<file path="src/rtl/ljvs_pkg.sv">
// Shared types, register indexes and fixed-point helpers for the LJ Verlet step block.
`timescale 1ns / 1ps
package ljvs_pkg;

    typedef logic signed [31:0] t_word;

    // One particle as held by a ring cell: axis 0 is x, 1 is y, 2 is z
    typedef struct packed {
        logic [2:0][31:0] pos;
        logic [2:0][31:0] prev;
        logic [2:0][31:0] frc;
    } t_part;

    typedef struct packed {
        logic load;
        logic shift;
        logic fwr;
        logic upd;
    } t_cell_ctl;

    localparam logic [2:0] CFG_ACTIVE = 3'd0;
    localparam logic [2:0] CFG_BOX    = 3'd1;
    localparam logic [2:0] CFG_CUT    = 3'd2;
    localparam logic [2:0] CFG_DTSQ   = 3'd3;
    localparam logic [2:0] CFG_INV2DT = 3'd4;

    localparam logic [30:0] MAX31 = '1;

    function automatic t_word sat32(input logic signed [63:0] v);
        if (v > 64'sd2147483647) return 32'sh7fffffff;
        if (v < -64'sd2147483648) return 32'sh80000000;
        return v[31:0];
    endfunction

    // single conditional correction by one box length
    function automatic logic signed [39:0] wrap40(input logic signed [39:0] v,
                                                 input logic [30:0] box);
        logic signed [39:0] half;
        logic signed [39:0] bx;
        half = $signed({9'd0, box >> 1});
        bx   = $signed({9'd0, box});
        if (v > half) return v - bx;
        if (v < -half) return v + bx;
        return v;
    endfunction

    function automatic logic [30:0] qmul(input logic [30:0] a, input logic [30:0] b);
        logic [61:0] p;
        p = a * b;
        if (p[61:16] > {15'd0, MAX31}) return MAX31;
        return p[46:16];
    endfunction

endpackage

</file>
<file path="src/rtl/ljvs_cell.sv">
// Ring cell: holds one particle's position, previous position and force.
`timescale 1ns / 1ps
module ljvs_cell
    import ljvs_pkg::*;
(
    input  logic             i_clk,
    input  t_cell_ctl        i_ctl,
    input  t_part            i_nb,
    input  t_part            i_ld,
    input  logic [2:0][31:0] i_frc,
    input  logic [2:0][31:0] i_new,
    output t_part            o_part
);

    t_part r_part;

    always_ff @(posedge i_clk) begin
        priority if (i_ctl.load) begin
            r_part.pos  <= i_ld.pos;
            r_part.prev <= i_ld.prev;
        end else if (i_ctl.shift) begin
            r_part <= i_nb;
        end else if (i_ctl.fwr) begin
            r_part.frc <= i_frc;
        end else if (i_ctl.upd) begin
            r_part.prev <= r_part.pos;
            r_part.pos  <= i_new;
        end
    end

    assign o_part = r_part;

endmodule

</file>
<file path="config.mk">
export PLATFORM = sky130hd
export DESIGN_NAME = ljvs_cell
export DESIGN_NICKNAME = d
export VERILOG_FILES = /design/src/rtl/ljvs_pkg.sv /design/src/rtl/ljvs_cell.sv
export SDC_FILE = /design/constraint.sdc
export NUM_CORES = 1
export LEC_CHECK = 0
export BUFFER_PORTS_ARGS = -buffer_cell sky130_fd_sc_hd__buf_2
export CORE_AREA = 4 4 415 417
export CTS_BUF_LIST = sky130_fd_sc_hd__clkbuf_4 sky130_fd_sc_hd__clkbuf_8
export DETAILED_ROUTE_END_ITERATION = 6
export DIE_AREA = 0 0 419 421
export PLACE_DENSITY = 0.3
export SKIP_LAST_GASP = 1
export SLEW_MARGIN = 20
export SYNTH_ARGS = -nofsm -noshare
export SYNTH_HDL_FRONTEND = slang
export SYNTH_SLANG_ARGS = --single-unit
</file>
<file path="constraint.sdc">
create_clock -name i_clk -period 23.2 [get_ports i_clk]
set_clock_uncertainty 0.05 [all_clocks]
set_input_delay 2.32 -clock i_clk [delete_from_list [all_inputs] [get_ports i_clk]]
set_output_delay 2.32 -clock i_clk [all_outputs]
set_load 0.005 [all_outputs]
</file>
==> impl_metrics.csv, run 1 <==
group,metric,value,unit
outcome,outcome,"complete, no violations",
placed_design,place_area,21100,um^2
clocking,cts_inserted_buffers,71,
grt,antenna_found_initial,68,
hold_path,worstHoldStart,"o_part[236]",
placed_design,dpl.hpwl,88.5,mm
clocking,h-tree-depth,3,
floorplanning,die_x,419,um
setup_path,cp-end-kind,"flop",
timing,worst_pin_slew,1000,ps
final_layout,finalNetCount,2789,
final_layout,final_cell_area,22600,um^2
timing,drv_slew,0,
grt,grt_overflow,0,
floorplanning,io_pins,1061,
clocking,hold_buffers,0,
setup_path,r2r-end,"o_part[116]",
setup_path,path_max_fanout,61,
grt,grt_use_met2,19.8,%
hold_path,worstHoldPathCells,2,
clocking,max-clock-path-buffers,3,
detailed_routing,num_vias,12721,
pwr,ir_drop,32.9,uV
synthesis,yosysWarnings,0,
job,drv_cap,0,
synthesis,synth.cell_area,13800,um^2
floorplanning,die_y,421,um
detailed_routing,wl,104,mm
placed_design,port_buffers,964,
timing,fin_crit_sh,19.6,%
grt,met3_usage,5.39,%
timing,clock.fmax,220,MHz
timing,setup_viol,0,
floorplanning,coreArea,169000,um^2
floorplanning,rows,151,
floorplanning,start_util,8.16,%
timing,setup_tns,0,ps
setup_path,path_class,"primary input to flop",
grt,grt_max_degree,149,
timing,setup_slack,18650,ps
clocking,cts_sinks,288,
floorplanning,dieArea,176000,um^2
detailed_routing,routed_via_density,2.96,
detailed_routing,dr.pass1.iters,5,
setup_path,reg2regPathDepth,2,
hold_path,min_path_type,"flop to flop",
placed_design,place_congestion,0.873,
hold_path,hold_end,"o_part[140]",
timing,relSlewSlack,33.3,%
final_layout,drive_gt1_share,57.4,%
placed_design,place_ws,17810,ps
synthesis,synthCells,1040,
setup_path,ff2ff_setup_slack,21700,ps
synthesis,syn_avg_cell_area,13.2,um^2
detailed_routing,ant_nets,0,
setup_path,crit_arrival,4920,ps
synthesis,synth_seq_cells,288,
clocking,root_buffer,"clkbuf_8",
detailed_routing,wl_per_cell,24.3,um
grt,grt.busiest_layer,"met2",
pwr,p_leak,9.77,nW
detailed_routing,drt_iter0_markers,673,
clocking,post_cts_buffers,0,
final_layout,syn_to_final_growth,63.9,%
setup_path,start_kind,"primary input",
synthesis,synthDistinctLibCells,13,
timing,hold_violations,0,
synthesis,synth-seq-area-share,62.8,%
timing,fin_crit,4550,ps
setup_path,worstReg2RegStart,"o_part[212]",
final_layout,largest_reg_flops,288,
clocking,cts_tree,"built",
clocking,clk_pin_slew,60,ps
timing,rsz0062_at_grt,"false",
grt,track_usage,11.4,%
grt,grt_pass1_vias,13032,
synthesis,synth_nets,1813,
grt,use_met1,12.3,%
setup_path,worst_ep_required_time,23580,ps
clocking,insertion_delay,720,ps
detailed_routing,drc,0,
pwr,power.density,72.3,nW/um^2
grt,grt_pass1_wl,131,mm
clocking,cts_resized,0,
-- worst max-delay path, stage by stage --
cell and delay [ps]:
buf_8 390, buf_4 800, buf_4 770, mux2_2 480
-- cell usage after synthesis, drive strengths merged --
| cell | instances | share of area (%) |
|---|---|---|
| buf | 38 | 2.0 |
| clkbuf | 37 | 1.0 |
| edfxtp | 288 | 63 |
| inv | 1 | 0.027 |
| mux2 | 96 | 7.8 |
| mux2i | 192 | 14 |
| nand2 | 192 | 5.2 |
| nor2 | 3 | 0.082 |
| o21ai | 193 | 7.0 |
-- metal layers --
metal	share of wire [%]	wire length (um)
met4	2.3	2390
met1	37	38900
met3	11	11200
met5	0.14	149
met2	50	51800
-- power breakdown --
group / internal (W) / switching (W) / total (W)
Clock: 0.000380 / 0.000292 / 0.000672
Sequential: 0.000644 / 0.0000367 / 0.000681
Combinational: 0.000118 / 0.000161 / 0.000279
Total: 0.00114 / 0.000489 / 0.00163
-- how the worst max path moves through the flow --
stage	start	endpoint	slack [ps]	depth (start not counted)
global route	i_ctl[2]	o_part[210]	18630	5
finish	i_ctl[2]	o_part[46]	18650	4
global placement	i_ctl[2]	o_part[210]	17810	5
CTS	i_ctl[2]	o_part[210]	18670	5
detailed placement	i_ctl[2]	o_part[210]	17810	5
floorplan	i_ctl[0]	o_part[100]	6420	2
-- logic make-up after synthesis --
logic type	Yosys count	synth area share (%)
buffers and inverters	76	3.07
flip-flops	288	62.8
multiplexers	288	21.8
AND/OR/NAND/NOR	195	5.31
AO/OA/AOI/OAI	193	7.01
-- cell usage in the layout (no fill, tap or decap), types with 13 or more instances in the layout --
| cell type | count |
|---|---|
| edfxtp_1 | 288 |
| nand2_1 | 192 |
| clkbuf_4 | 18 |
| mux2i_1 | 192 |
| o21ai_0 | 94 |
| buf_2 | 962 |
| o21ai_1 | 98 |
| mux2_2 | 96 |
| clkbuf_8 | 71 |
| diode_2 | 17 |
| buf_4 | 13 |
-- through the flow --
step | utilization (%) | std cells | hold WS [ps] | total power, W
4_1_cts | 13.4 | 4279 | 603 | 0.00171
2_1_floorplan | - | 1040 | 564 | 0.000772
5_1_grt | 13.4 | 4286 | 647 | 0.00174
3_3_place_gp | 12.5 | 4161 | 581 | 0.000991
3_5_place_dp | 12.5 | 4161 | 593 | 0.000989
6_report | 13.4 | 4296 | 607 | 0.00163
-- area by class of cell --
cell class	instances	area, um^2
Fill cell	19269	146000
Inverter	1	3.75
Antenna cell	17	42.5
Clock inverter	29	309
Clock buffer	89	1110
Multi-Input combinational cell	676	4720
Timing Repair Buffer	978	4960
Tap cell	2218	2780
Sequential cell	288	8650
No activity file was read; power rests on OpenSTA's default activity.
==> run 2, diff against run 1 <==
Settings changed: ABC_AREA set to 1.
Clock period 23.2 ns to 4.75 ns, I/O delays scaled along.
==> impl_metrics.csv, run 2 <==
group,metric,value,unit
pwr,power_frac_seq,39.6,%
synthesis,postSynth.asyncResetShare,0,%
pwr,p_leak,14.6,nW
synthesis,synth.area.top_cells,"edfxtp_1, nand2_1, inv_1",
grt,grt_max_degree,149,
detailed_routing,dr.pass1.iters,7,
clocking,post_cts_buffers,0,
pwr,power.clock.fraction,37.8,%
synthesis,synthCells,2033,
pwr,p_sw_share,32.1,%
placed_design,place_congestion,0.909,
hold_path,min_path_type,"primary input to flop",
setup_path,start_kind,"primary input",
timing,drv_slew,0,
synthesis,synth-seq-area-share,55.6,%
placed_design,dpl.hpwl,93.5,mm
synthesis,synth.cell_area,15600,um^2
final_layout,layout_commonest_cell,"nand2_1",
synthesis,synth_nets,2806,
placed_design,port_buffers,964,
detailed_routing,num_vias,18226,
floorplanning,dieArea,176000,um^2
pwr,pwr-share-comb,22.7,%
synthesis,yosysWarnings,0,
grt,grt_overflow,0,
clocking,cts_tree,"built",
pwr,ir_drop,172,uV
setup_path,worst_ep_required_time,4990,ps
setup_path,crit_arrival,2630,ps
final_layout,final_cells,5668,
detailed_routing,drt_iter0_markers,1034,
timing,worst_pin_slew,1320,ps
timing,clock.fmax,418,MHz
clocking,clk_pin_slew,60,ps
clocking,cts_resized,0,
synthesis,synth_seq_cells,288,
grt,grt_pass1_vias,18593,
clocking,cts_sinks,288,
floorplanning,die_y,421,um
floorplanning,rows,151,
detailed_routing,ant_nets,0,
detailed_routing,drc,0,
clocking,insertion_delay,710,ps
final_layout,drive_gt1_share,32.0,%
synthesis,synth_area_leader_cell,"edfxtp_1",
floorplanning,start_util,9.22,%
synthesis,yosysMostFrequentCell,"nand2_1",
clocking,root_buffer,"clkbuf_8",
pwr,p_total,0.00839,W
clocking,cts_inserted_buffers,72,
grt,track_usage,12.8,%
final_layout,largest_reg_flops,288,
final_layout,syn_to_final_growth,82.0,%
setup_path,path_class,"primary input to flop",
grt,antenna_found_initial,19,
timing,fin_crit,2390,ps
clocking,max-clock-path-buffers,3,
timing,fin_crit_sh,50.3,%
final_layout,final_cell_mix,"nand2_1, buf_2, dlygate4sd3_1",
detailed_routing,routed_via_density,3.22,
synthesis,synth_ff_type,"edfxtp_1",
synthesis,yosysTopAreaCellShare,55.6,%
floorplanning,coreArea,169000,um^2
synthesis,syn_avg_cell_area,7.65,um^2
detailed_routing,wl_per_cell,20.7,um
clocking,hold_buffers,402,
setup_path,cp-end-kind,"flop",
pwr,netSwitchingPower,0.00269,W
timing,hold_violations,0,
synthesis,netlist_top_cells_count,"nand2_1, inv_1, edfxtp_1, nand3_1, buf_2",
timing,relSlewSlack,12.2,%
pwr,power.density,296,nW/um^2
floorplanning,die_x,419,um
timing,setup_tns,0,ps
setup_path,path_max_fanout,112,
placed_design,placed_cells,5122,
timing,setup_viol,0,
synthesis,synthDistinctLibCells,11,
pwr,p_int,0.00569,W
grt,grt_pass1_wl,155,mm
final_layout,finalNetCount,4153,
floorplanning,io_pins,1061,
timing,rsz0062_at_grt,"false",
detailed_routing,wl,117,mm
outcome,outcome,"complete, no violations",
clocking,h-tree-depth,3,
synthesis,synth-edff-count,288,
job,drv_cap,0,
==> run 2: cell types whose count changed in the layout (fill, tap and decap cells not counted), moves of 4 or more <==
cell,change
nand3_1,+192
inv_1,+384
mux2i_1,-192
clkinv_1,-4
nand2_1,+865
bufinv_16,-5
buf_4,-5
clkbuf_4,+14
buf_12,+5
dlygate4sd3_1,+402
o21ai_1,-98
o21ai_0,-94
mux2_2,-96
==> run 2: critical path: stages <==
cell	delay [ps]
buf_6	350
inv_8	340
nand3_4	530
buf_4	710
==> run 2: logic make-up after synthesis <==
logic type,count (synthesis),share of synthesized area [%]
AND/OR/NAND/NOR,1250,31.7
buffers and inverters,494,12.7
flip-flops,288,55.6
AO/OA/AOI/OAI,1,0.0321
==> run 2: cell type report <==
type | instances | area [um^2]
Fill cell | 19509 | 140000
Tap cell | 2218 | 2780
Clock inverter | 20 | 139
Timing Repair Buffer | 1380 | 9040
Antenna cell | 20 | 50.0
Multi-Input combinational cell | 1251 | 4960
Sequential cell | 288 | 8650
Inverter | 387 | 1470
Clock buffer | 104 | 1230
==> run 2: power groups by stage <==
stage	sequential, W	combinational [W]	clock [W]
global placement	0.00337	0.00164	0
floorplan	0.00332	0.000501	0
detailed placement	0.00337	0.00163	0
finish	0.00332	0.00190	0.00317
global route	0.00335	0.00212	0.00348
CTS	0.00333	0.00197	0.00340
==> run 2: final timing paths <==
kind                from     endpoint  slack [ps]  depth (start not counted)
max             i_ctl[3]  o_part[236]        2360                          4
min reg2reg  o_part[246]  o_part[150]         600                          4
max reg2reg  o_part[280]  o_part[184]        2930                          5
min             i_frc[8]    o_part[8]          90                          3
==> run 2: stage by stage <==
step | setup slack, ps | hold slack, ps | area, um^2 | util, %
4_1_cts | 2390 | 1.31 | 28300 | 16.8
2_1_floorplan | 388 | 584 | 15600 | -
3_3_place_gp | 1550 | 580 | 22900 | 13.6
3_5_place_dp | 1580 | 575 | 22900 | 13.6
6_report | 2360 | 90.6 | 28300 | 16.8
5_1_grt | 2320 | 6.44 | 28300 | 16.8
==> run 2: routing by layer <==
metal,part of all wire [%],global-route usage (%)
met3,9.4,5.24
met5,0.0094,0
met4,3.1,4.14
met1,39,14.7
met2,48,21.5
==> run 3, diff against run 2 <==
Clock period 4.75 ns to 2.2 ns, I/O delays scaled along.
==> impl_metrics.csv, run 3 (synthesis gave the netlist of run 2 again) <==
group,metric,value,unit
final_layout,final_cell_mix,"nand2_1, buf_2, dlygate4sd3_1",
setup_path,crit_chain,"dlygate4sd3_1, buf_2, inv_1, nand2_1, dlygate4sd3_1, nand3_4, buf_12, buf_12",
detailed_routing,dr_wl_met3,13.2,mm
pwr,ir_drop,367,uV
final_layout,syn_to_final_growth,97.2,%
detailed_routing,drt_iter0_markers,1150,
timing,drv_slew,0,
setup_path,path_delay_family,"buffers and inverters",
timing,setup_tns,0,ps
clocking,root_buffer,"clkbuf_8",
grt,grt_pass1_vias,20151,
pwr,power.clock.fraction,35.5,%
grt,grt_overflow,0,
timing,fin_crit_sh,91.9,%
placed_design,port_buffers,964,
setup_path,cp-end-kind,"flop",
final_layout,finalCoreUtilization,18.2,%
pwr,netSwitchingPower,0.00633,W
grt,grt_pass1_wl,184,mm
clocking,cts_inserted_buffers,69,
floorplanning,die_y,421,um
floorplanning,die_x,419,um
job,drv_cap,0,
grt,grt_max_degree,92,
hold_path,min_path_type,"primary input to flop",
pwr,p_total,0.0189,W
pwr,pwr-share-comb,25.7,%
setup_path,crit_arrival,2360,ps
pwr,p_sw_share,33.5,%
clocking,max-clock-path-buffers,3,
setup_path,crit_buf_inv,6,
timing,rsz0062_at_grt,"false",
clocking,h-tree-depth,3,
setup_path,slowest_stage,"dlygate4sd3_1",
timing,fin_crit,2020,ps
pwr,power_frac_seq,38.8,%
pwr,p_int,0.0125,W
placed_design,place_congestion,0.954,
clocking,cts_resized,0,
clocking,cts_tree,"built",
detailed_routing,dr_wl_met2,64.4,mm
timing,clock.fmax,494,MHz
pwr,p_leak,15.7,nW
outcome,outcome,"complete, no violations",
setup_path,start_kind,"primary input",
detailed_routing,num_vias,19937,
floorplanning,start_util,9.22,%
detailed_routing,drc,0,
floorplanning,io_pins,1061,
detailed_routing,top_layer,"met5",
floorplanning,dieArea,176000,um^2
timing,worst_pin_slew,505,ps
detailed_routing,routed_via_density,3.38,
clocking,insertion_delay,730,ps
grt,track_usage,15.7,%
timing,setup_viol,0,
clocking,hold_buffers,590,
final_layout,largest_reg_flops,288,
final_layout,finalNetCount,4381,
detailed_routing,m1WireLength,62.2,mm
detailed_routing,ant_nets,0,
setup_path,worst_ep_required_time,2540,ps
detailed_routing,wl,143,mm
setup_path,max_stage_delay,590,ps
detailed_routing,dr.pass1.iters,5,
floorplanning,rows,151,
placed_design,dpl.hpwl,121,mm
timing,relSlewSlack,66.3,%
grt,antenna_found_initial,83,
setup_path,path_class,"primary input to flop",
timing,holdWs,103,ps
final_layout,layout_commonest_cell,"nand2_1",
clocking,clk_pin_slew,60,ps
floorplanning,coreArea,169000,um^2
clocking,cts_sinks,288,
pwr,power.density,615,nW/um^2
clocking,post_cts_buffers,0,
timing,setup_slack,177,ps
setup_path,path_max_fanout,25,
detailed_routing,wl_per_cell,24.2,um
timing,hold_violations,0,
final_layout,drive_gt1_share,31.0,%
placed_design,place_ws,364,ps
## run 3: path summary, 6_finish.rpt
kind         slack [ps]  cells after the start         from           to
min reg2reg        1010                      4  o_part[283]  o_part[187]
max                 180                      8     i_ctl[1]  o_part[132]
min                 100                      6    i_nb[233]  o_part[233]
max reg2reg         300                      5  o_part[193]   o_part[97]
## run 3: layout make-up
cell class / instances / area [um^2]
Inverter: 387 / 1470
Sequential cell: 288 / 8650
Tap cell: 2218 / 2780
Multi-Input combinational cell: 1251 / 4960
Antenna cell: 19 / 47.5
Clock buffer: 89 / 1100
Fill cell: 19480 / 138000
Clock inverter: 34 / 238
Timing Repair Buffer: 1611 / 11500
## run 3: power groups by stage
stage               Clock (W)  Combinational (W)  Sequential, W
floorplan                   0            0.00109        0.00716
finish                0.00670            0.00485        0.00732
detailed placement          0            0.00380        0.00742
global route          0.00725            0.00528        0.00736
global placement            0            0.00382        0.00742
CTS                   0.00704            0.00495        0.00732
## run 3: routing by layer
layer,vias up,track usage [%]
li1,9331,-
met1,9633,20.0
met3,218,6.18
met5,-,0
met4,56,3.17
met2,699,24.9
## run 3: worst min-delay path: cells and delay by family
kind          cells  cell delay, ps
buf+inv           3             320
simple gates      3             240
## run 3: per-stage QoR
| stage | cells | area, um^2 |
|---|---|---|
| 6_report | 5897 | 30700 |
| 5_1_grt | 5891 | 30700 |
| 4_1_cts | 5878 | 30600 |
| 3_5_place_dp | 5165 | 23400 |
| 3_3_place_gp | 5165 | 23400 |
| 2_1_floorplan | 2033 | 15600 |
