`config.mk`:
```
export PLATFORM = sky130hd
export DESIGN_NAME = ljvs_div
export DESIGN_NICKNAME = d
export VERILOG_FILES = /design/src/rtl/ljvs_div.sv
export SDC_FILE = /design/constraint.sdc
export NUM_CORES = 1
export LEC_CHECK = 0
export BUFFER_PORTS_ARGS = -buffer_cell sky130_fd_sc_hd__buf_2
export CORE_UTILIZATION = 61
export CTS_BUF_LIST = sky130_fd_sc_hd__clkbuf_8
export DETAILED_ROUTE_END_ITERATION = 6
export PLACE_DENSITY = 0.84
export SLEW_MARGIN = 20
export SYNTH_ARGS = -nofsm -noshare
export SYNTH_HDL_FRONTEND = slang
export SYNTH_SLANG_ARGS = --single-unit
```
`constraint.sdc`:
```
create_clock -name i_clk -period 4.45 [get_ports i_clk]
set_clock_uncertainty 0.2 [all_clocks]
set_input_delay 0.445 -clock i_clk [delete_from_list [all_inputs] [get_ports i_clk]]
set_output_delay 0.445 -clock i_clk [all_outputs]
set_load 0.01 [all_outputs]
```
`src/rtl/ljvs_div.sv`:
```
// Restoring divider: 2^32 / den, one quotient bit per cycle.
`timescale 1ns / 1ps
module ljvs_div (
    input  logic        i_clk,
    input  logic        i_rst_n,
    input  logic        i_start,
    input  logic [30:0] i_den,
    output logic        o_done,
    output logic [32:0] o_quo
);

    logic        r_busy;
    logic        r_done;
    logic [5:0]  r_cnt;
    logic [31:0] r_rem;
    logic [32:0] r_quo;
    logic [30:0] r_den;
    logic [32:0] n_shift;
    logic        n_ge;
    logic [32:0] n_rem;

    // dividend has only its top bit set
    always_comb begin
        n_shift = {r_rem, (r_cnt == 6'd32)};
        n_ge    = n_shift >= {2'b00, r_den};
        n_rem   = n_ge ? n_shift - {2'b00, r_den} : n_shift;
    end

    always_ff @(posedge i_clk) begin
        if (!i_rst_n) begin
            r_busy <= 1'b0;
            r_done <= 1'b0;
            r_cnt  <= '0;
        end else begin
            r_done <= 1'b0;
            if (i_start) begin
                r_busy <= 1'b1;
                r_cnt  <= 6'd32;
            end else if (r_busy) begin
                if (r_cnt == 6'd0) begin
                    r_busy <= 1'b0;
                    r_done <= 1'b1;
                end else begin
                    r_cnt <= r_cnt - 6'd1;
                end
            end
        end
    end

    always_ff @(posedge i_clk) begin
        if (i_start) begin
            r_rem <= '0;
            r_quo <= '0;
            r_den <= i_den;
        end else if (r_busy) begin
            r_rem <= n_rem[31:0];
            r_quo <= {r_quo[31:0], n_ge};
        end
    end

    assign o_done = r_done;
    assign o_quo  = r_quo;

endmodule

```
==> results of run 1 <==
==> critical path: cells and delay by family (launching register included) <==
family	cells	cell delay, ns
AO/OA/AOI/OAI	5	1.31
adder cells (fa/ha/maj)	3	0.81
AND/OR/NAND/NOR	3	0.66
flip-flops	1	0.38
XOR/XNOR	1	0.18
buffers and inverters	2	0.14
==> path summary, 6_finish.rpt <==
path	from	to	slack (ns)	cells after the start
worst min-delay path	i_den[21]	r_den[21]$_DFFE_PP_	0.01	1
worst max register to register	r_cnt[0]$_SDFFE_PP0P_	r_rem[24]$_SDFFE_PP0P_	0.69	14
worst min register to register	r_rem[4]$_SDFFE_PP0P_	r_rem[5]$_SDFFE_PP0P_	0.31	2
worst max-delay path	r_cnt[0]$_SDFFE_PP0P_	r_rem[24]$_SDFFE_PP0P_	0.69	14
==> flip-flops by register name, summed over array words and instances (netlist names) <==
signal	count
r_cnt	6
r_rem	32
o_quo	33
o_done	1
r_busy	1
r_den	31
==> power by group <==
group          leakage [nW]  internal (mW)  switching [mW]
Combinational          1.81          0.252           0.382
Clock                 0.112          0.279           0.368
Sequential            0.898           1.03          0.0351
==> routing by layer <==
metal	vias to the layer above	share of wire, %	global-route usage [%]
li1	2508	-	-
met1	2401	43	35.0
met2	179	48	46.3
met3	28	6.5	6.55
met4	0	2.3	12.7
met5	-	0	0
==> area by class of cell <==
type | instances | share of cell area [%]
inverters | 40 | 2.31
multi-input cells | 482 | 49.1
repair buffers | 74 | 6.00
clock buffers | 9 | 1.90
well taps | 129 | 2.48
clock inverters | 7 | 1.42
flip-flops and latches | 104 | 36.8
==> synth_stat cells, types with 15 or more instances <==
library cell  instances  area (sq um)
a311oi_1             23           201
mux2i_1              34           340
nor2_1               83           312
edfxtp_1             31           931
o21ai_0              43           215
a21oi_1              35           175
inv_1                40           150
nand3_1              34           170
clkbuf_1             32           120
ha_1                 33           413
nand2_1              30           113
xnor2_1              18           158
a21o_1               15           113
dfxtp_1              73          1460
==> logic make-up (layout without fill, tap and decap cells) <==
group                    Yosys count  count (layout)
AO/OA/AOI/OAI                    171             171
XOR/XNOR                          24              24
adder cells (fa/ha/maj)           34              34
buffers and inverters             79             130
flip-flops                       104             104
multiplexers                      35              35
AND/OR/NAND/NOR                  218             218
==> through the flow <==
| stage | setup WS (ns) | utilization, % | instance area, sq um | hold slack, ns |
|---|---|---|---|---|
| floorplan | 1.15 | - | 5900 | 0.262 |
| global placement | 0.914 | 67.5 | 6290 | 0.273 |
| detailed placement | 0.741 | 67.5 | 6290 | 0.296 |
| CTS | 0.718 | 69.8 | 6510 | 0.00583 |
| global route | 0.417 | 69.8 | 6510 | 0.00412 |
| finish | 0.689 | 69.8 | 6510 | 0.0135 |
==> run summary, run 1 <==
status -> complete, no violations
Hold Fails Final Rpt -> 0
min cycle time layout -> 3.76 ns
maximum vdd drop -> 0.385 mV
1st-iter DRT viols -> 399
WL per Instance -> 15.9 um
largest family of logic cells by synthesized area -> compound AO/OA/AOI/OAI gates
post-route ant nets -> 0
RSZ-0062 raised after global routing -> false
syn_area_per_cell -> 8.88 sq um
sequential share of the synthesized area -> 40.5%
CTS H-Tree Depth -> 3
DRC Markers -> 0
Mapped Nets -> 733
Top Ports -> 68
Max-Cap Viols -> 0
TritonCTS buffer count -> 9
vias in the first global route -> 4903
final std cells w/o fill -> 845
area delta synth->final -> 10.3%
Top FF cell, synth -> dfxtp_1
GP Congestion -> 0.946
via/cell ratio -> 6.05
startpoint types -> register
cts hold-fix bufs -> 0
Leakage -> 2.82 nW
Final setup viols -> 0
crit-path max FO -> 4
commonest cells after routing, fill and taps aside -> nor2_1 (83), dfxtp_1 (72), buf_2 (66)
share of cells above drive strength 1 -> 14.1%
final period utilization -> 84.5%
Max Slew Vio Count -> 0
PwrDens -> 361 nW/um^2
post-synthesis simple-gate area fraction -> 17.8%
worst-margin pin slew -> 1.08 ns
Die Height -> 100 um
adder-cell share of the synthesized area -> 7.33%
NumNets Final -> 779
CTS Buffer Depth -> 2
TNS Setup -> 0 ns
Post-synth EDFFs -> 31
Cells after Synth -> 665
starting density of the core -> 63.3%
Worst Path Arrival -> 3.87 ns
DP Wirelength -> 9.44 mm
gr usage total -> 28.1%
fmax -> 0.266 GHz
first-pass GRT wire length -> 22.5 mm
CTS tree -> built
xor and xnor area share after synthesis -> 3.56%
Compound-Gate Fraction of Synth Area -> 19.5%
area occupied by multi-input gates -> 3200 sq um
sequential cell area -> 2400 sq um
grt ovf -> 0
initial antenna violation count -> 0
async set-or-reset flop fraction in the synthesized netlist -> 0%
CTS Sinks -> 104
Slew headroom -> 28.1%
largest net degree at the start of global routing -> 91
Yosys reg bits -> 104
Die X -> 100 um
Resized Gates After CTS -> 0
cell count after placement -> 829
commonest non-fill, non-tap cell in the layout -> nor2_1
Worst Hold Class -> in -> reg
worst-skew pair later-pin latency -> 0.40 ns
critical path class -> reg -> reg
first drt pass iteration count -> 5
Vias -> 5116
CP cell instances -> inv_1 -> ha_1 -> nand3_1 -> ha_1 -> inv_1 -> fa_1 -> a211oi_1 -> o21ai_0 -> and3_1 -> or2_2 -> a211oi_1 -> xnor2_1 -> o21ai_0 -> a311oi_1
Filler Cell Count -> 779
yosys warns -> 0
std cell rows -> 35
crit path capture type -> register
mux contribution to synthesized area -> 5.96%
Overall Power -> 2.35 mW
CP Data Required Time -> 4.56 ns
post-synthesis cell type count -> 59
Crit-path slowest cell -> a211oi_1
crit-path max cell delay -> 0.43 ns
clk slew on worst S/H paths -> 0.11 ns
post-CTS setup buffers -> 0
DRT Wirelength -> 13.4 mm
core area -> 9330 sq um
Port Buffers -> 67
total die area -> 10100 sq um
Mapped Area -> 5900 sq um
CTS root buf -> clkbuf_8
diode count -> 0
Note: power is estimated with default switching activity, not from simulation.
==> inputs of run 2 (changes only) <==
Clock period 4.45 ns to 3.89 ns, I/O delays scaled along.
==> run summary, run 2 (same netlist as run 1, synthesis figures left out) <==
CTS root buf -> clkbuf_8
Port Buffers -> 67 (unchanged)
status -> complete, no violations
std cell rows -> 35 (unchanged)
DP Wirelength -> 9.31 mm (-1.4%)
Leakage -> 2.95 nW (+4.6%)
final period utilization -> 93.7% (+9.2 points)
Hold Fails Final Rpt -> 0 (unchanged)
total die area -> 10100 sq um (unchanged)
clk slew on worst S/H paths -> 0.11 ns (about the same)
1st-iter DRT viols -> 354 (-11%)
gr usage total -> 28.6% (+0.56 points)
Die Height -> 100 um (unchanged)
PwrDens -> 390 nW/um^2 (+8.0%)
WL per Instance -> 15.8 um (-0.41%)
Max-Cap Viols -> 0 (unchanged)
Top Ports -> 68 (unchanged)
commonest cells after routing, fill and taps aside -> nor2_1 (83), dfxtp_1 (72), buf_2 (66)
DRT Wirelength -> 13.9 mm (+3.5%)
final hold slack -> 0.0384 ns (+0.0249 ns)
DP Area -> 6310 sq um (+0.24%)
commonest non-fill, non-tap cell in the layout -> nor2_1
GP Congestion -> 1.00 (+5.8%)
first-pass GRT wire length -> 22.8 mm (+1.2%)
min cycle time layout -> 3.65 ns (-0.115 ns)
NumNets Final -> 812 (+4.2%)
core area -> 9330 sq um (unchanged)
Max Slew Vio Count -> 0 (unchanged)
Layout Utilization -> 73.1% (+3.3 points)
initial antenna violation count -> 0 (unchanged)
Crit-path slowest cell -> fa_1
worst-skew pair later-pin latency -> 0.40 ns (about the same)
critical path class -> reg -> reg
area delta synth->final -> 15.5%
Filler Cell Count -> 708 (-9.1%)
worst-margin pin slew -> 0.815 ns (-0.263 ns)
Slew headroom -> 45.6% (+18 points)
CTS Buffer Depth -> 2 (unchanged)
Worst Path Arrival -> 3.68 ns (-0.19 ns)
Final setup viols -> 0 (unchanged)
share of cells above drive strength 1 -> 13.9% (-0.22 points)
TritonCTS buffer count -> 9 (unchanged)
CP Data Required Time -> 3.92 ns (-0.64 ns)
starting density of the core -> 63.3% (unchanged)
maximum vdd drop -> 0.300 mV (-22%)
diode count -> 0 (unchanged)
CTS Sinks -> 104 (unchanged)
vias in the first global route -> 4953 (+1.0%)
via/cell ratio -> 6.05 (about the same)
crit-path max cell delay -> 0.43 ns (about the same)
TNS Setup -> 0 ns (unchanged)
CTS tree -> built
DRC Markers -> 0 (unchanged)
post-CTS setup buffers -> 0 (unchanged)
first drt pass iteration count -> 5 (unchanged)
Design Area, Final -> 6820 sq um (+4.7%)
Worst Hold Class -> in -> reg
RSZ-0062 raised after global routing -> false
Die X -> 100 um (unchanged)
CP cell instances -> inv_1 -> ha_1 -> nand3_1 -> ha_1 -> inv_1 -> fa_1 -> a211oi_1 -> o21ai_0 -> and3_1 -> or2_2 -> a211oi_2 -> o2111ai_1 -> a21oi_1 -> a2111oi_0
Vias -> 5315 (+3.9%)
max reg flops -> 33 (unchanged)
crit-path max FO -> 4 (unchanged)
grt ovf -> 0 (unchanged)
largest net degree at the start of global routing -> 64 (-30%)
startpoint types -> register
crit path capture type -> register
post-route ant nets -> 0 (unchanged)
fmax -> 0.274 GHz (+3.2%)
CTS H-Tree Depth -> 3 (unchanged)
==> run 2: cell types whose count changed in the layout (fill, tap and decap cells not counted), sizes merged <==
cell and delta:
buf +2, bufinv -1, clkbuf +1, dlygate4sd3 +31
==> run 2: critical path: cells and delay by family, from the launching register on <==
kind / cells / cell delay [ns]
buf+inv: 2 / 0.16
compound gates: 6 / 1.23
fa+ha+maj: 3 / 0.84
flops: 1 / 0.38
simple gates: 3 / 0.68
==> run 2: final timing paths <==
path / depth (start not counted) / slack, ns / from / endpoint
worst max-delay path: 14 / 0.24 / r_cnt[0]$_SDFFE_PP0P_ / r_rem[28]$_SDFFE_PP0P_
worst min-delay path: 2 / 0.04 / i_rst_n / r_busy$_SDFF_PN0_
worst max register to register: 14 / 0.24 / r_cnt[0]$_SDFFE_PP0P_ / r_rem[28]$_SDFFE_PP0P_
worst min register to register: 2 / 0.31 / r_rem[10]$_SDFFE_PP0P_ / r_rem[11]$_SDFFE_PP0P_
==> run 2: stage by stage <==
stage	power (mW)	std cells	setup slack, ns
after floorplan	1.79	665	0.587
after global placement	1.93	831	0.363
after detailed placement	1.95	831	0.167
after CTS	2.65	878	0.157
after global routing	2.78	878	0.0280
final	2.66	878	0.244
==> run 2: final cells by class <==
| cell class | count | area [sq um] | share of cell area (%) |
|---|---|---|---|
| Multi-Input combinational cell | 482 | 3200 | 47.0 |
| Inverter | 40 | 150 | 2.20 |
| Tap cell | 129 | 161 | 2.37 |
| Clock inverter | 6 | 56.3 | 0.826 |
| Clock buffer | 10 | 138 | 2.02 |
| Timing Repair Buffer | 107 | 716 | 10.5 |
| Sequential cell | 104 | 2400 | 35.1 |
==> run 2: power by group <==
part	switching (mW)	internal, mW
combinational	0.435	0.311
sequential	0.0461	1.18
clock	0.415	0.268
total	0.897	1.76
==> run 2: repair_timing <==
action                                  4_1_cts  5_1_grt
hold endpoints to repair                     31        0
hold buffers                                 31        0
endpoints found under the setup margin        0        3
gates resized for setup                       0        1
==> run 2: layer usage <==
metal,vias to the layer above,share of wire [%],GRT usage (%)
li1,2571,-,-
met5,-,0,0
met2,214,48,47.0
met1,2492,43,36.7
met4,0,2.3,10.8
met3,38,7.5,6.75
==> inputs of run 3 (changes only) <==
==> constraint.sdc (replaced) <==
create_clock -name i_clk -period 3.89 [get_ports i_clk]
set_clock_uncertainty 0.2 [all_clocks]
set_input_delay 0.1945 -clock i_clk [delete_from_list [all_inputs] [get_ports i_clk]]
set_output_delay 0.1945 -clock i_clk [all_outputs]
set_load 0.01 [all_outputs]
==> run summary, run 3 (same netlist as run 1, synthesis figures left out) <==
Layout Utilization -> 73.2% (+0.11 points)
Top Ports -> 68 (unchanged)
WL per Instance -> 15.8 um (-0.44%)
number of cells on the worst hold path -> 1 (-1)
first-pass GRT wire length -> 22.8 mm (about the same)
initial antenna violation count -> 0 (unchanged)
Die Height -> 100 um (unchanged)
Sw Pwr -> 890 uW (-0.70%)
DRT Wirelength -> 13.8 mm (-0.32%)
worst path bufs/invs -> 2 (unchanged)
status -> complete, no violations
Final setup viols -> 0 (unchanged)
CTS Buffer Depth -> 2 (unchanged)
core area -> 9330 sq um (unchanged)
critical path class -> reg -> reg
CTS Sinks -> 104 (unchanged)
Crit-path slowest cell -> fa_1
post-route ant nets -> 0 (unchanged)
first drt pass iteration count -> 5 (unchanged)
delay-heaviest family, CP -> compound AO/OA/AOI/OAI gates
fmax -> 0.274 GHz (about the same)
area delta synth->final -> 15.7%
DP Wirelength -> 9.31 mm (unchanged)
starting density of the core -> 63.3% (unchanged)
FF-to-FF End -> r_rem[28]$_SDFFE_PP0P_
DRC Markers -> 0 (unchanged)
Int Pwr -> 1.76 mW (about the same)
gr usage total -> 28.6% (about the same)
Slew headroom -> 45.8% (+0.11 points)
Overall Power -> 2.65 mW (-0.21%)
TritonCTS buffer count -> 9 (unchanged)
crit-path max cell delay -> 0.44 ns (about the same)
commonest cells after routing, fill and taps aside -> nor2_1 (83), dfxtp_1 (72), buf_2 (66)
CP Data Required Time -> 3.92 ns (about the same)
CTS H-Tree Depth -> 3 (unchanged)
Leakage -> 2.96 nW (+0.14%)
Worst Path Arrival -> 3.68 ns (about the same)
largest net degree at the start of global routing -> 64 (unchanged)
NumNets Final -> 813 (+0.12%)
Worst Hold Class -> in -> reg
Vias -> 5300 (-0.28%)
clk slew on worst S/H paths -> 0.11 ns (about the same)
final period utilization -> 93.8% (about the same)
crit-path max FO -> 4 (unchanged)
1st-iter DRT viols -> 456 (+29%)
PwrDens -> 388 nW/um^2 (-0.36%)
maximum vdd drop -> 0.300 mV (about the same)
crit path capture type -> register
Die X -> 100 um (unchanged)
worst reg-to-reg setup slack -> 0.24 ns (about the same)
CTS root buf -> clkbuf_8
Sequential Power Share -> 46.3% (about the same)
Hold EP -> r_den[8]$_DFFE_PP_
Max Slew Vio Count -> 0 (unchanged)
max reg flops -> 33 (unchanged)
worst-skew pair later-pin latency -> 0.39 ns (about the same)
clock network fraction of total power -> 25.6% (about the same)
DP Area -> 6310 sq um (unchanged)
CP cell instances -> inv_1 -> ha_1 -> nand3_1 -> ha_1 -> inv_1 -> fa_1 -> a211oi_1 -> o21ai_0 -> and3_1 -> or2_2 -> a211oi_2 -> o2111ai_1 -> a21oi_1 -> a2111oi_0
Place WS -> 0.167 ns (unchanged)
vias in the first global route -> 4960 (+0.14%)
commonest non-fill, non-tap cell in the layout -> nor2_1
grt ovf -> 0 (unchanged)
startpoint types -> register
total die area -> 10100 sq um (unchanged)
GP Congestion -> 1.00 (unchanged)
Port Buffers -> 67 (unchanged)
min cycle time layout -> 3.65 ns (+0.00317 ns)
Switching Share -> 33.6% (-0.17 points)
Hold Fails Final Rpt -> 0 (unchanged)
R2R depth -> 14 (unchanged)
RSZ-0062 raised after global routing -> false
Setup WS post-layout -> 0.241 ns (-0.00317 ns)
Max-Cap Viols -> 0 (unchanged)
combinational fraction of design power -> 28.1% (about the same)
share of cells above drive strength 1 -> 13.9% (-0.019 points)
cell count after placement -> 831 (unchanged)
diode count -> 0 (unchanged)
std cell rows -> 35 (unchanged)
final std cells w/o fill -> 879 (+0.11%)
TNS Setup -> 0 ns (unchanged)
Design Area, Final -> 6830 sq um (+0.15%)
Filler Cell Count -> 707 (-0.14%)
post-CTS setup buffers -> 0 (unchanged)
worst-margin pin slew -> 0.814 ns (-0.00160 ns)
CTS tree -> built
final hold slack -> 0.107 ns (+0.0689 ns)
Critical R2R Launch -> r_cnt[0]$_SDFFE_PP0P_
Hold Startpoint -> i_start
via/cell ratio -> 6.03 (-0.40%)
-- run 3: final cells by class --
class | instances | area (sq um) | share of cell area, %
well taps | 129 | 161 | 2.36
clock buffers | 10 | 138 | 2.02
flip-flops and latches | 104 | 2400 | 35.1
multi-input cells | 482 | 3200 | 46.9
repair buffers | 108 | 726 | 10.6
clock inverters | 6 | 56.3 | 0.824
inverters | 40 | 150 | 2.20
-- run 3: power groups by stage --
| stage | Combinational [mW] | Clock, mW | Sequential [mW] |
|---|---|---|---|
| final | 0.746 | 0.678 | 1.23 |
| after global routing | 0.821 | 0.728 | 1.24 |
| after CTS | 0.732 | 0.692 | 1.23 |
| after detailed placement | 0.701 | 0 | 1.25 |
| after global placement | 0.681 | 0 | 1.25 |
| after floorplan | 0.556 | 0 | 1.23 |
-- run 3: worst max path at each step --
| stage | from | end | slack, ns | depth (start not counted) |
|---|---|---|---|---|
| after floorplan | r_cnt[0]$_SDFFE_PP0P_ | r_rem[24]$_SDFFE_PP0P_ | 0.59 | 14 |
| after global placement | r_cnt[0]$_SDFFE_PP0P_ | r_rem[26]$_SDFFE_PP0P_ | 0.36 | 14 |
| after detailed placement | r_cnt[0]$_SDFFE_PP0P_ | r_rem[24]$_SDFFE_PP0P_ | 0.17 | 14 |
| after CTS | r_cnt[0]$_SDFFE_PP0P_ | r_rem[28]$_SDFFE_PP0P_ | 0.16 | 14 |
| after global routing | r_cnt[0]$_SDFFE_PP0P_ | r_rem[2]$_SDFFE_PP0P_ | 0.03 | 12 |
| final | r_cnt[0]$_SDFFE_PP0P_ | r_rem[28]$_SDFFE_PP0P_ | 0.24 | 14 |
-- run 3: timing repair --
item | 4_1_cts | 5_1_grt
gates resized for setup | 0 | 1
endpoints found under the hold margin | 39 | 0
setup endpoints to repair | 0 | 3
hold buffers | 32 | 0
-- run 3: layer usage --
metal  GRT usage [%]  part of all wire [%]  routed length, um  vias to the layer above
met4            10.8                   2.1                293                        0
li1                -                     -                  -                     2570
met1            36.7                    43               5910                     2482
met5               0                     0                  0                        -
met3            6.69                   6.8                939                       32
met2            47.1                    48               6700                      216
